<file path="config.mk">
export PLATFORM = sky130hd
export DESIGN_NAME = spg_front
export DESIGN_NICKNAME = d
export VERILOG_FILES = /design/src/rtl/core/spg_pkg.sv /design/src/rtl/core/spg_front.sv
export SDC_FILE = /design/constraint.sdc
export NUM_CORES = 1
export LEC_CHECK = 0
export BUFFER_PORTS_ARGS = -buffer_cell sky130_fd_sc_hd__buf_2
export CELL_PAD_IN_SITES_DETAIL_PLACEMENT = 2
export CELL_PAD_IN_SITES_GLOBAL_PLACEMENT = 2
export CORE_MARGIN = 2
export CORE_UTILIZATION = 25
export DETAILED_ROUTE_END_ITERATION = 10
export GPL_ROUTABILITY_DRIVEN = 0
export HOLD_SLACK_MARGIN = 0.15
export PLACE_DENSITY_LB_ADDON = 0.1
export SYNTH_ARGS = -nofsm -noshare
export SYNTH_HDL_FRONTEND = slang
export SYNTH_SLANG_ARGS = --single-unit
export TNS_END_PERCENT = 1
</file>
<file path="constraint.sdc">
create_clock -name clock -period 2.8 [get_ports clock]
set_input_delay 0.56 -clock clock [delete_from_list [all_inputs] [get_ports clock]]
set_output_delay 0.56 -clock clock [all_outputs]
set_load 0.1 [all_outputs]
</file>
<file path="src/rtl/core/spg_pkg.sv">
// Shared types, codes and default sizes for the Sobol point generator.
// No dependencies; the front end, back end, top level and bench import it.
`default_nettype none
package spg_pkg;

   localparam int DEF_MAX_DIMS = 16;
   localparam int DEF_NUM_COLS = 32;
   localparam int CMD_QUEUE_DEPTH = 2;
   localparam int RESULT_DEPTH = 4;
   localparam int EMIT_LIMIT = 16;

   typedef enum logic [1:0] {
      CMD_LOAD_DIR   = 2'd0,
      CMD_LOAD_SHIFT = 2'd1,
      CMD_RESTART    = 2'd2,
      CMD_NEXT       = 2'd3
   } cmd_type;

   typedef enum logic [1:0] {
      CSR_DIMS_IN_USE  = 2'd0,
      CSR_SHIFT_ENABLE = 2'd1,
      CSR_START_INDEX  = 2'd2
   } csr_index_type;

   typedef enum logic [2:0] {
      OP_LOAD_DIR,
      OP_LOAD_SHIFT,
      OP_RESTART,
      OP_NEXT,
      OP_EXHAUST,
      OP_CLEAR_EXHAUST
   } op_type;

   typedef enum logic {
      BACK_IDLE,
      BACK_RUN
   } back_state_type;

   typedef struct packed {
      op_type      op;
      logic [3:0]  dim;
      logic [4:0]  col;
      logic [31:0] word;
   } cmd_entry_type;

   typedef struct packed {
      logic [3:0]  coord_dim;
      logic [31:0] coord_value;
      logic        status;
      logic        last_of_point;
   } result_type;

   typedef struct packed {
      logic [4:0] dims_in_use;
      logic       shift_enable;
   } back_cfg_type;

   typedef struct packed {
      logic full;
      logic room_two;
   } res_space_type;

endpackage
`default_nettype wire

</file>
<file path="src/rtl/core/spg_front.sv">
// Front end: accepts items, tracks the sequence index and classifies items.
// Depends on spg_pkg.
`default_nettype none
module spg_front #(
   parameter int MAX_DIMS = spg_pkg::DEF_MAX_DIMS,
   parameter int NUM_COLS = spg_pkg::DEF_NUM_COLS
) (
   input  logic                  clock,
   input  logic                  reset,
   input  logic                  push,
   input  logic                  queue_full,
   input  logic [1:0]            cmd,
   input  logic [3:0]            dim_index,
   input  logic [4:0]            column_index,
   input  logic [31:0]           load_word,
   input  logic [31:0]           start_index,
   output logic                  entry_push,
   output spg_pkg::cmd_entry_type entry
);
   import spg_pkg::*;

   localparam logic [32:0] LAST_INDEX = 33'((64'd1 << NUM_COLS) - 64'd1);

   logic [31:0] counter_ff, counter_in;
   logic        accept, keep;
   logic [4:0]  zero_col;

   assign accept = push && !queue_full;

   // lowest zero bit of the index, top column when all lower bits are set
   always_comb begin
      zero_col = 5'(NUM_COLS - 1);
      for (int c = NUM_COLS - 2; c >= 0; c--) begin
         if (!counter_ff[c]) begin
            zero_col = 5'(c);
         end
      end
   end

   always_comb begin
      counter_in = counter_ff;
      keep       = 1'b0;
      entry.op   = OP_LOAD_DIR;
      entry.dim  = dim_index;
      entry.col  = column_index;
      entry.word = load_word;
      unique case (cmd_type'(cmd))
         CMD_LOAD_DIR: begin
            keep = (int'(dim_index) < MAX_DIMS) && (int'(column_index) < NUM_COLS);
         end
         CMD_LOAD_SHIFT: begin
            keep     = (int'(dim_index) < MAX_DIMS);
            entry.op = OP_LOAD_SHIFT;
         end
         CMD_RESTART: begin
            keep       = 1'b1;
            counter_in = start_index;
            entry.word = start_index ^ (start_index >> 1);
            entry.op   = ({1'b0, start_index} > LAST_INDEX) ? OP_CLEAR_EXHAUST : OP_RESTART;
         end
         CMD_NEXT: begin
            keep = 1'b1;
            if ({1'b0, counter_ff} >= LAST_INDEX) begin
               entry.op = OP_EXHAUST;
            end else begin
               entry.op   = OP_NEXT;
               entry.col  = zero_col;
               counter_in = counter_ff + 32'd1;
            end
         end
         default: keep = 1'b0;
      endcase
   end

   assign entry_push = accept && keep;

   always_ff @(posedge clock) begin
      if (reset) begin
         counter_ff <= '0;
      end else if (accept) begin
         counter_ff <= counter_in;
      end
   end
endmodule
`default_nettype wire

</file>
==> flow_summary.yaml <==
worst_hold_path:
  hold_start: "counter_ff[12]"
  min_path_type: "reg -> reg"
logic_synthesis:
  synthMuxAreaShare_pct: 1.10
  synthTopCellsByArea: "dfxtp_1, o21ai_0, nand2_1, xnor2_1, a21oi_1"
  synth_xor_area_share_pct: 8.87
  netlist_area_mm2: 0.00306
  synthCells: 447
  ys_seq_area_share_pct: 20.9
  ys_types: 59
  avgSynthCellArea_um2: 6.85
  yosysMostFrequentCell: "nand2_1"
  syn_nets: 527
  synth_warnings: 0
  synth_commonest_cells: "nand2_1, o21ai_0, a21oi_1, dfxtp_1, xnor2_1"
  ys_seq_elements: 32
  synth_largest_area_cell: "dfxtp_1"
  synth_edf_count: 0
  synth_top_area_share_pct: 20.9
  synth-simple-area-share_pct: 27.1
  synth_ff_type: "dfxtp_1"
  synth_compound_area_share_pct: 33.4
  async_reset_ff_share_pct: 0
  synthAdderAreaFrac_pct: 0.409
  synth_top_family_by_area: "compound AO/OA/AOI/OAI gates"
power:
  vdd_drop_max_v: 0.000180
  p_leak_nw: 1.78
  finalPower_mw: 1.92
  pwr_density_cell_mw_per_mm2: 420
timing:
  fin_crit_sh_pct: 96.2
  timing.fmax_mhz: 371
  hold_viol_final: 0
  holdWs_ps: 540
  layout_setup_ws_ps: 106
  finalMaxSlewViolations: 0
  rsz0062_at_grt: "false"
  final.setup_skew_ps: 4.01
  worst_slew_pin_slew_ps: 741
  fin_crit_ps: 2690
  finalSetupViolCount: 0
  relSlewSlack_pct: 50.6
cells_and_area:
  largest_register_ffs: 32
  drive_above_1_share_pct: 31.8
  fill_cells: 1387
  regMostFlops: "counter_ff"
  largestRegisters: "counter_ff: 32 flops"
  antenna_cells: 0
  area_delta_synth_final_pct: 49.5
  nNetsFinal: 631
  ff_latch_area_um2: 654
  finalNonFillerCells: 698
  multi_input_area_mm2: 0.00223
global_route:
  grt_pass1_wl_mm: 20.4
  antenna_found_initial: 0
  grt_max_degree: 37
  grt_usage_pct: 19.2
  grt-ovfl-total: 0
  grt_pass1_vias: 3953
worst_setup_path:
  crit_chain: "nand4_2, nor4_4, nand3_2, nand2_4, mux2_2, buf_12"
  crit_buf_inv: 1
  critical_path_arrival_ps: 2130
  r2r_slack_ps: 390
  crit_family: "simple AND/OR/NAND/NOR gates"
  slowest_stage: "dfxtp_1"
  worst-path-max-fanout: 8
  critical_path_class: "reg -> out"
  cp-startpoint: "counter_ff[15]"
  endpoint_kind: "output port"
  startpoint_type: "register"
  max_stage_delay_ps: 430
  required_ps: 2240
  reg2reg_from: "counter_ff[1]"
floorplan:
  design.die.area_mm2: 0.0131
  rows: 40
  coreArea_mm2: 0.0120
  fp.dieW_um: 115
  initial_utilization_pct: 25.6
  ioPinCount: 124
  die_y_um: 115
job:
  drv_cap: 0
place:
  io_buffers: 115
  preCtsSetupSlack_ps: 103
  dp.cells: 690
  place_hpwl_mm: 9.34
drt:
  drt_first_pass_iters: 4
  via_count: 3723
  vias_per_cell: 5.33
  route.antenna.remaining_nets: 0
  avgRoutedWirePerCell_um: 17.6
  drcViolationCount: 0
  wl_mm: 12.3
  drt_iter0_markers: 122
clocking:
  htree_levels: 2
  cts_sinks: 32
  cts_buffers: 5
  cts_root_buffer: "clkbuf_16"
  clk_latency_ps: 280
  cts_buffer_depth: 2
  cts_tree: "done"
  path_clk_slew_ps: 60
run_status:
  status: "finished, final reports clean"
metal layers:
metal | share of wire, % | up-vias | GRT usage, %
met5 | 0 | - | 0
met2 | 50 | 87 | 33.8
li1 | - | 1826 | -
met4 | 0.55 | 0 | 2.93
met3 | 3.5 | 6 | 2.12
met1 | 46 | 1804 | 25.7
layout by cell type (no fill, tap or decap), types with 4 or more instances in the layout:
master     instances
a211oi_1          10
a21oi_1           40
a311oi_1           5
buf_12            40
buf_2             76
buf_4             20
clkbuf_16          5
dfxtp_1           23
dfxtp_2            8
inv_1             10
nand2_1           80
nand3_1           13
nand4_1           12
nor2_1            24
nor3_1             8
o21ai_0           34
o21ai_1           34
o31ai_1            7
o41ai_1            4
xnor2_1           31
area by class of cell:
| class | count | share of cell area (%) |
|---|---|---|
| repair buffers | 136 | 29.1 |
| clock inverters | 1 | 0.109 |
| clock buffers | 6 | 2.82 |
| well taps | 147 | 4.02 |
| inverters | 10 | 0.821 |
| multi-input cells | 366 | 48.8 |
| flip-flops and latches | 32 | 14.3 |
per-stage QoR:
stage	instance area (um^2)	setup TNS [ps]	utilization, %
after CTS	4520	0	37.8
after floorplan	3070	-12110	-
after global routing	4570	0	38.2
after detailed placement	4370	0	36.5
final	4570	0	38.2
after global placement	4370	0	36.5
worst paths after layout:
check	end	cells past startpoint
hold reg to reg	counter_ff[12]	2
hold / removal	counter_ff[12]	2
setup / recovery	entry[36]	6
setup reg to reg	counter_ff[0]	8
worst min-delay path, delay by kind of cell, from the launching register on:
family | cells | cell delay (ps)
simple gates | 1 | 80
compound gates | 1 | 70
flops | 1 | 350
logic make-up after synthesis:
group / Yosys count
AO/OA/AOI/OAI: 164
XOR/XNOR: 31
adder cells (fa/ha/maj): 1
buffers and inverters: 49
flip-flops: 32
multiplexers: 3
AND/OR/NAND/NOR: 167
repair_timing:
action	CTS	global route
pin swaps	1	3
hold buffers	0	0
setup endpoints to repair	6	5
setup buffers	0	1
resized for setup	5	13
power breakdown:
group	total, mW	switching (mW)	internal, mW	leakage (nW)
registers	0.501	0.0281	0.472	0.265
logic	0.890	0.577	0.313	1.45
clock network	0.530	0.207	0.323	0.0667
No activity file was read; power rests on OpenSTA's default activity.
