`src/rtl/core/spg_fifo.sv`:
```
// Small register-based FIFO used for the command queue and the result queue.
// No dependencies.
`default_nettype none
module spg_fifo #(
   parameter int WIDTH = 8,
   parameter int DEPTH = 2
) (
   input  logic                       clock,
   input  logic                       reset,
   input  logic                       push,
   input  logic [WIDTH-1:0]           push_data,
   output logic                       full,
   input  logic                       pop,
   output logic [WIDTH-1:0]           pop_data,
   output logic                       empty,
   output logic [$clog2(DEPTH+1)-1:0] level
);
   localparam int PTR_W = (DEPTH > 1) ? $clog2(DEPTH) : 1;
   localparam int CNT_W = $clog2(DEPTH + 1);

   logic [WIDTH-1:0] slot_ff [DEPTH];
   logic [PTR_W-1:0] wr_ptr_ff, wr_ptr_in, rd_ptr_ff, rd_ptr_in;
   logic [CNT_W-1:0] count_ff, count_in;
   logic             do_push, do_pop;

   assign full     = (count_ff == CNT_W'(DEPTH));
   assign empty    = (count_ff == '0);
   assign do_push  = push && !full;
   assign do_pop   = pop && !empty;
   assign pop_data = slot_ff[rd_ptr_ff];
   assign level    = count_ff;

   always_comb begin
      wr_ptr_in = wr_ptr_ff;
      rd_ptr_in = rd_ptr_ff;
      count_in  = count_ff;
      if (do_push) begin
         wr_ptr_in = (wr_ptr_ff == PTR_W'(DEPTH - 1)) ? '0 : wr_ptr_ff + 1'b1;
      end
      if (do_pop) begin
         rd_ptr_in = (rd_ptr_ff == PTR_W'(DEPTH - 1)) ? '0 : rd_ptr_ff + 1'b1;
      end
      if (do_push && !do_pop) begin
         count_in = count_ff + 1'b1;
      end else if (do_pop && !do_push) begin
         count_in = count_ff - 1'b1;
      end
   end

   always_ff @(posedge clock) begin
      if (reset) begin
         wr_ptr_ff <= '0;
         rd_ptr_ff <= '0;
         count_ff  <= '0;
      end else begin
         wr_ptr_ff <= wr_ptr_in;
         rd_ptr_ff <= rd_ptr_in;
         count_ff  <= count_in;
      end
   end

   always_ff @(posedge clock) begin
      if (do_push) begin
         slot_ff[wr_ptr_ff] <= push_data;
      end
   end
endmodule
`default_nettype wire

```
`config.mk`:
```
export PLATFORM = sky130hd
export DESIGN_NAME = spg_fifo
export DESIGN_NICKNAME = d
export VERILOG_FILES = /design/src/rtl/core/spg_fifo.sv
export SDC_FILE = /design/constraint.sdc
export NUM_CORES = 1
export LEC_CHECK = 0
export ABC_CLOCK_PERIOD_IN_PS = 4000
export BUFFER_PORTS_ARGS = -buffer_cell sky130_fd_sc_hd__buf_2
export CORE_MARGIN = 5
export CORE_UTILIZATION = 51
export DETAILED_ROUTE_END_ITERATION = 7
export GPL_TIMING_DRIVEN = 0
export PLACE_DENSITY = 0.83
export SLEW_MARGIN = 20
export SYNTH_ARGS = -nofsm -noshare
export SYNTH_HDL_FRONTEND = slang
export SYNTH_SLANG_ARGS = --single-unit
export TNS_END_PERCENT = 50
```
`constraint.sdc`:
```
create_clock -name clock -period 4 [get_ports clock]
set_input_delay 0.4 -clock clock [delete_from_list [all_inputs] [get_ports clock]]
set_output_delay 0.4 -clock clock [all_outputs]
set_load 0.01 [all_outputs]
```
==> impl_metrics.env, run 1 <==
export IMPL_cts_hold_buf=0
export IMPL_fin_area_um2=956
export IMPL_timing_fmax_mhz=589
export IMPL_numClockSinks=21
export IMPL_drt_iter0_drc=6
export IMPL_outcome="completed"
export IMPL_r2r_start="level[0]$_SDFFE_PP0P_"
export IMPL_grt_pass1_wl_um=2010
export IMPL_powerDensity_nw_per_um2=617
export IMPL_synth_distinct_cells=13
export IMPL_clock_skew_ns=0.00174
export IMPL_dpl_hpwl_um=911
export IMPL_min_from="push_data[5]"
export IMPL_setup_slack_ns=2.30
export IMPL_cp_start_kind="flip-flop"
export IMPL_cts_tree="yes"
export IMPL_fin_tns_setup_ns=0
export IMPL_antenna_found_initial=0
export IMPL_clk_root_buffer_cell="clkbuf_4"
export IMPL_drv_slew=0
export IMPL_cts_htree_levels=1
export IMPL_period_share_pct=42.5
export IMPL_final_cell_count_no_fill=93
export IMPL_num_nets_final=91
export IMPL_drcViolationCount=0
export IMPL_p_leak_nw=0.396
export IMPL_end_kind="output port"
export IMPL_worst_slew_pin_slew_ns=0.372
export IMPL_antenna_left=0
export IMPL_die_w_um=49.4
export IMPL_cap_violations=0
export IMPL_synth_cells=50
export IMPL_core_area_um2=1490
export IMPL_die_h_um=49.4
export IMPL_track_usage_pct=10.9
export IMPL_clock_path_buffers=2
export IMPL_hold_path_class="input port to flip-flop"
export IMPL_overflow=0
export IMPL_layout_common_cells="buf_2, edfxtp_1, mux2_2"
export IMPL_setup_viol=0
export IMPL_routedWlPerCell_um=13.0
export IMPL_hold_end="slot_ff[0][5]$_DFFE_PP_"
export IMPL_holdWs_ns=0.286
export IMPL_syn_to_final_growth_pct=20.5
export IMPL_fin_crit_ns=1.70
export IMPL_avgSynthCellArea_um2=15.9
export IMPL_synthesis_area_um2=793
export IMPL_initial_core_util_pct=53.3
export IMPL_rows=14
export IMPL_place_inst=89
export IMPL_cts_buffers=3
export IMPL_hold_violations=0
export IMPL_num_vias=460
export IMPL_worstPathRequired_ns=3.60
export IMPL_cts_repair_resized=0
export IMPL_cts_setup_buffers=0
export IMPL_drive_gt1_share_pct=48.1
export IMPL_pre_cts_ws_ns=2.38
export IMPL_final_util_pct=64.2
export IMPL_synth_warnings=0
export IMPL_totalWireLength_um=1210
export IMPL_slew_headroom_pct=75.2
export IMPL_ys_ff_latch=21
export IMPL_r2r_cells=4
export IMPL_regToRegEndpoint="level[1]$_SDFFE_PP0P_"
export IMPL_clk_pin_slew_ns=0.11
export IMPL_antenna_cells=0
export IMPL_grt_max_degree=13
export IMPL_clk_latency_ns=0.29
export IMPL_rsz0062_at_grt="false"
export IMPL_drt_vias_per_instance=4.95
export IMPL_die_area_um2=2440
export IMPL_worstSetupPathType="flip-flop to output port"
export IMPL_worstPathArrival_ns=1.30
export IMPL_first_pass_iters=3
export IMPL_port_buffers=23
export IMPL_final_common_cell="buf_2"
export IMPL_syn_nets=63
export IMPL_min_path_cells=1
export IMPL_crit_fanout=8
export IMPL_placed_area_um2=928
export IMPL_grt_pass1_vias=481
export IMPL_r2r_slack_ns=2.38
export IMPL_gp_congestion=0.649
export IMPL_yosysSeqAreaShare_pct=73.2
export IMPL_finalPower_mw=0.590
export IMPL_ir_drop_mv=0.354
export IMPL_pin_count=24
-- worst max-delay path, stage by stage, from the launching register on --
cell and delay (ns):
dfxtp_1 0.32, buf_2 0.20, mux2_2 0.35, buf_2 0.14
-- worst max-delay path by stage --
stage                          startpoint               endpoint  slack (ns)  depth (start not counted)
floorplan           level[1]$_SDFFE_PP0P_  level[1]$_SDFFE_PP0P_        2.42                          5
global placement    level[0]$_SDFFE_PP0P_  level[1]$_SDFFE_PP0P_        2.44                          4
detailed placement  level[0]$_SDFFE_PP0P_  level[1]$_SDFFE_PP0P_        2.38                          4
CTS                             flip-flop            pop_data[7]        2.26                          3
global route                    flip-flop            pop_data[2]        2.21                          3
finish                          flip-flop            pop_data[7]        2.30                          3
-- routing by layer --
layer / global-route usage, % / vias up / part of all wire [%]
met1: 10.4 / 211 / 37
met2: 18.9 / 14 / 52
met5: 0 / - / 0
met3: 4.89 / 2 / 11
met4: 6.55 / 0 / 0.99
li1: - / 233 / -
-- cell type report --
type | instances | area (um2)
repair buffers | 23 | 115
multi-input cells | 26 | 200
plain buffers | 1 | 5.00
flip-flops and latches | 21 | 581
clock buffers | 3 | 22.5
fillers | 116 | 533
clock inverters | 1 | 5.00
inverters | 2 | 7.51
well taps | 16 | 20.0
-- where the power goes --
part,switching [mW],internal [mW]
Combinational,0.101,0.0935
Clock,0.0595,0.0372
Sequential,0.0200,0.278
Total,0.181,0.409
-- sequential cells by signal, indices dropped and copies added, names as in the netlist, named ones only --
register and flops:
slot_ff 16, level 2, rd_ptr_ff 1, wr_ptr_ff 1
-- logic make-up (layout without fill, tap and decap cells) --
logic type / after synthesis / in the layout / synth area share (%)
AO/OA/AOI/OAI: 5 / 5 / 3.15
XOR/XNOR: 3 / 3 / 3.31
adder cells (fa/ha/maj): 1 / 1 / 1.58
buffers and inverters: 3 / 30 / 1.58
flip-flops: 21 / 21 / 73.2
multiplexers: 8 / 8 / 11.4
AND/OR/NAND/NOR: 9 / 9 / 5.84
-- cell usage after synthesis (all sizes together) --
master	n	area, um2
ha	1	12.5
mux2	8	90.1
edfxtp	16	480
nor2	5	18.8
or3	2	12.5
dfxtp	5	100
buf	1	5.00
inv	2	7.51
xor2	3	26.3
a21oi	2	10.0
o21ai	3	15.0
nor2b	1	8.76
and2	1	6.26
Power figures use the tool's default switching activity.
==> inputs of run 2 (changes only) <==
--- a/config.mk
+++ b/config.mk
@@ -5,13 +5,14 @@
 export SDC_FILE = /design/constraint.sdc
 export NUM_CORES = 1
 export LEC_CHECK = 0
-export ABC_CLOCK_PERIOD_IN_PS = 4000
+export ABC_AREA = 1
+export ABC_CLOCK_PERIOD_IN_PS = 1600
 export BUFFER_PORTS_ARGS = -buffer_cell sky130_fd_sc_hd__buf_2
 export CORE_MARGIN = 5
-export CORE_UTILIZATION = 51
+export CORE_UTILIZATION = 48
 export DETAILED_ROUTE_END_ITERATION = 7
 export GPL_TIMING_DRIVEN = 0
-export PLACE_DENSITY = 0.83
+export PLACE_DENSITY = 0.79
 export SLEW_MARGIN = 20
 export SYNTH_ARGS = -nofsm -noshare
 export SYNTH_HDL_FRONTEND = slang
==> constraint.sdc (replaced) <==
create_clock -name clock -period 1.6 [get_ports clock]
set_input_delay 0.16 -clock clock [delete_from_list [all_inputs] [get_ports clock]]
set_output_delay 0.16 -clock clock [all_outputs]
set_load 0.01 [all_outputs]
==> impl_metrics.env, run 2 <==
export IMPL_routedWlPerCell_um=11.6
export IMPL_pre_cts_ws_ns=0.0138
export IMPL_dpl_hpwl_um=964
export IMPL_synth_cells=62
export IMPL_synth_compound_area_share_pct=4.53
export IMPL_worst_slew_pin_slew_ns=0.411
export IMPL_finalPower_mw=1.49
export IMPL_final_common_cell="buf_2"
export IMPL_drv_slew=0
export IMPL_syn_nets=75
export IMPL_yosysMostFrequentCell="edfxtp_1"
export IMPL_synth_edf_count=16
export IMPL_synth_distinct_cells=16
export IMPL_fin_crit_ns=1.49
export IMPL_cts_buffers=3
export IMPL_num_vias=506
export IMPL_worstPathRequired_ns=1.80
export IMPL_hold_path_class="input port to flip-flop"
export IMPL_die_w_um=51.5
export IMPL_drt_iter0_drc=4
export IMPL_cp_common_cell="inv_1"
export IMPL_crit_slowest_cell="dfxtp_1"
export IMPL_avgSynthCellArea_um2=13.4
export IMPL_cts_htree_levels=1
export IMPL_cts_tree="yes"
export IMPL_clock_path_buffers=2
export IMPL_antenna_found_initial=0
export IMPL_async_reset_ff_share_pct=0
export IMPL_core_area_um2=1690
export IMPL_p_leak_nw=0.423
export IMPL_synth_simple_area_share_pct=8.31
export IMPL_grt_pass1_wl_um=2000
export IMPL_gp_congestion=0.726
export IMPL_clk_latency_ns=0.28
export IMPL_cp_start_kind="flip-flop"
export IMPL_die_h_um=51.5
export IMPL_numClockSinks=21
export IMPL_yosys_area_top_type="edfxtp_1"
export IMPL_track_usage_pct=10.2
export IMPL_ys_ff_latch=21
export IMPL_die_area_um2=2660
export IMPL_final_cell_count_no_fill=106
export IMPL_cts_hold_buf=0
export IMPL_layout_common_cells="buf_2, edfxtp_1, mux2_2"
export IMPL_clock_skew_ns=0.00106
export IMPL_crit_fanout=5
export IMPL_syn_to_final_growth_pct=20.4
export IMPL_worstSetupPathType="flip-flop to flip-flop"
export IMPL_yosysSeqAreaShare_pct=70.1
export IMPL_clk_root_buffer_cell="clkbuf_4"
export IMPL_ir_drop_mv=0.823
export IMPL_timing_fmax_mhz=671
export IMPL_rsz0062_at_grt="true"
export IMPL_overflow=0
export IMPL_num_nets_final=103
export IMPL_synthMuxAreaShare_pct=10.9
export IMPL_period_share_pct=93.2
export IMPL_largest_reg_flops=16
export IMPL_largest_register="slot_ff"
export IMPL_initial_core_util_pct=49.0
export IMPL_port_buffers=23
export IMPL_synth_warnings=0
export IMPL_fill_cells=146
export IMPL_drt_vias_per_instance=4.77
export IMPL_synth_top_flop_cell="edfxtp_1"
export IMPL_drive_gt1_share_pct=48.3
export IMPL_outcome="completed"
export IMPL_grt_pass1_vias=469
export IMPL_synth_top_family_by_area="multiplexers"
export IMPL_antenna_left=0
export IMPL_synth_common_cells="edfxtp_1, nor2_1, mux2_2, inv_1, dfxtp_1"
export IMPL_cap_violations=0
export IMPL_antenna_cells=0
export IMPL_hold_violations=0
export IMPL_synth_adder_area_share_pct=1.51
export IMPL_slew_headroom_pct=72.6
export IMPL_rows=15
export IMPL_end_kind="flip-flop"
export IMPL_first_pass_iters=3
export IMPL_setup_viol=0
export IMPL_synth_xor_area_share_pct=0
export IMPL_drcViolationCount=0
export IMPL_totalWireLength_um=1230
export IMPL_worstPathArrival_ns=1.69
export IMPL_synthTopCellsByArea="edfxtp_1, dfxtp_1, mux2_2"
export IMPL_synthDominantCellAreaShare_pct=58.0
export IMPL_powerDensity_nw_per_um2=1500
export IMPL_cp_cell_sequence="inv_1 -> o21ai_2 -> inv_2 -> ha_1 -> inv_1 -> nand4_1 -> nand2_1 -> nor2_1"
export IMPL_clk_pin_slew_ns=0.11
export IMPL_grt_max_degree=13
export IMPL_pin_count=24
export IMPL_synthesis_area_um2=828
export IMPL_place_inst=102
export IMPL_critical_path_max_stage_delay_ns=0.42
export IMPL_setup_slack_ns=0.109
[run 2: changes by cell type after synthesis, sizes merged, moves of 2 or more]
cell,delta
inv,+7
nand2,+4
or3,-2
nor2,+4
o21ai,+2
xor2,-3
[run 2: metal layers]
| layer | part of all wire [%] | GRT usage (%) |
|---|---|---|
| met2 | 49 | 17.8 |
| met4 | 0 | 1.31 |
| met3 | 11 | 4.30 |
| met5 | 0 | 0 |
| met1 | 40 | 12.0 |
[run 2: per-stage QoR]
stage	util, %	hold WS, ns	cell area, um2	TNS, ns
floorplan	-	0.259	828	0
global placement	57.1	0.348	965	0
detailed placement	57.1	0.354	965	0
CTS	58.7	0.0552	992	0
global route	59.0	0.0394	997	-0.00571
finish	59.0	0.0563	997	0
[run 2: final timing paths]
check / startpoint / to / slack, ns / cells past startpoint
worst min register to register: wr_ptr_ff$_SDFFE_PP0N_ / wr_ptr_ff$_SDFFE_PP0N_ / 0.53 / 2
worst min-delay path: push_data[2] / slot_ff[0][2]$_DFFE_PP_ / 0.06 / 1
worst max-delay path: level[1]$_SDFFE_PP0P_ / level[1]$_SDFFE_PP0P_ / 0.11 / 8
worst max register to register: level[1]$_SDFFE_PP0P_ / level[1]$_SDFFE_PP0P_ / 0.11 / 8
[run 2: critical path: cells and delay by family, from the launching register on]
kind	cells	cell delay, ns
buf+inv	3	0.26
fa+ha+maj	1	0.27
compound gates	1	0.24
simple gates	3	0.22
flops	1	0.42
[run 2: repair_timing]
| action | CTS | global route |
|---|---|---|
| setup buffers | 0 | 0 |
| gates resized for setup | 0 | 2 |
| setup endpoints to repair | 0 | 16 |
[run 2: final cells by class]
class	count	area, um2	area share, %
clock buffer	3	22.5	2.26
clock inverter	1	5.00	0.502
inverter	9	33.8	3.39
multi-input combinational	31	214	21.5
tap	17	21.3	2.13
sequential	21	581	58.2
buffer	1	5.00	0.502
timing repair buffer	23	115	11.5
[run 2: logic make-up after synthesis]
kind of cell | after synthesis
AO/OA/AOI/OAI | 6
adder cells (fa/ha/maj) | 1
buffers and inverters | 10
flip-flops | 21
multiplexers | 8
AND/OR/NAND/NOR | 16
[run 2: power by group]
| part | total (mW) | switching (mW) | leakage (nW) | internal (mW) |
|---|---|---|---|---|
| Clock | 0.236 | 0.143 | 0.0177 | 0.0926 |
| Sequential | 0.757 | 0.0615 | 0.191 | 0.696 |
| Combinational | 0.500 | 0.273 | 0.215 | 0.226 |
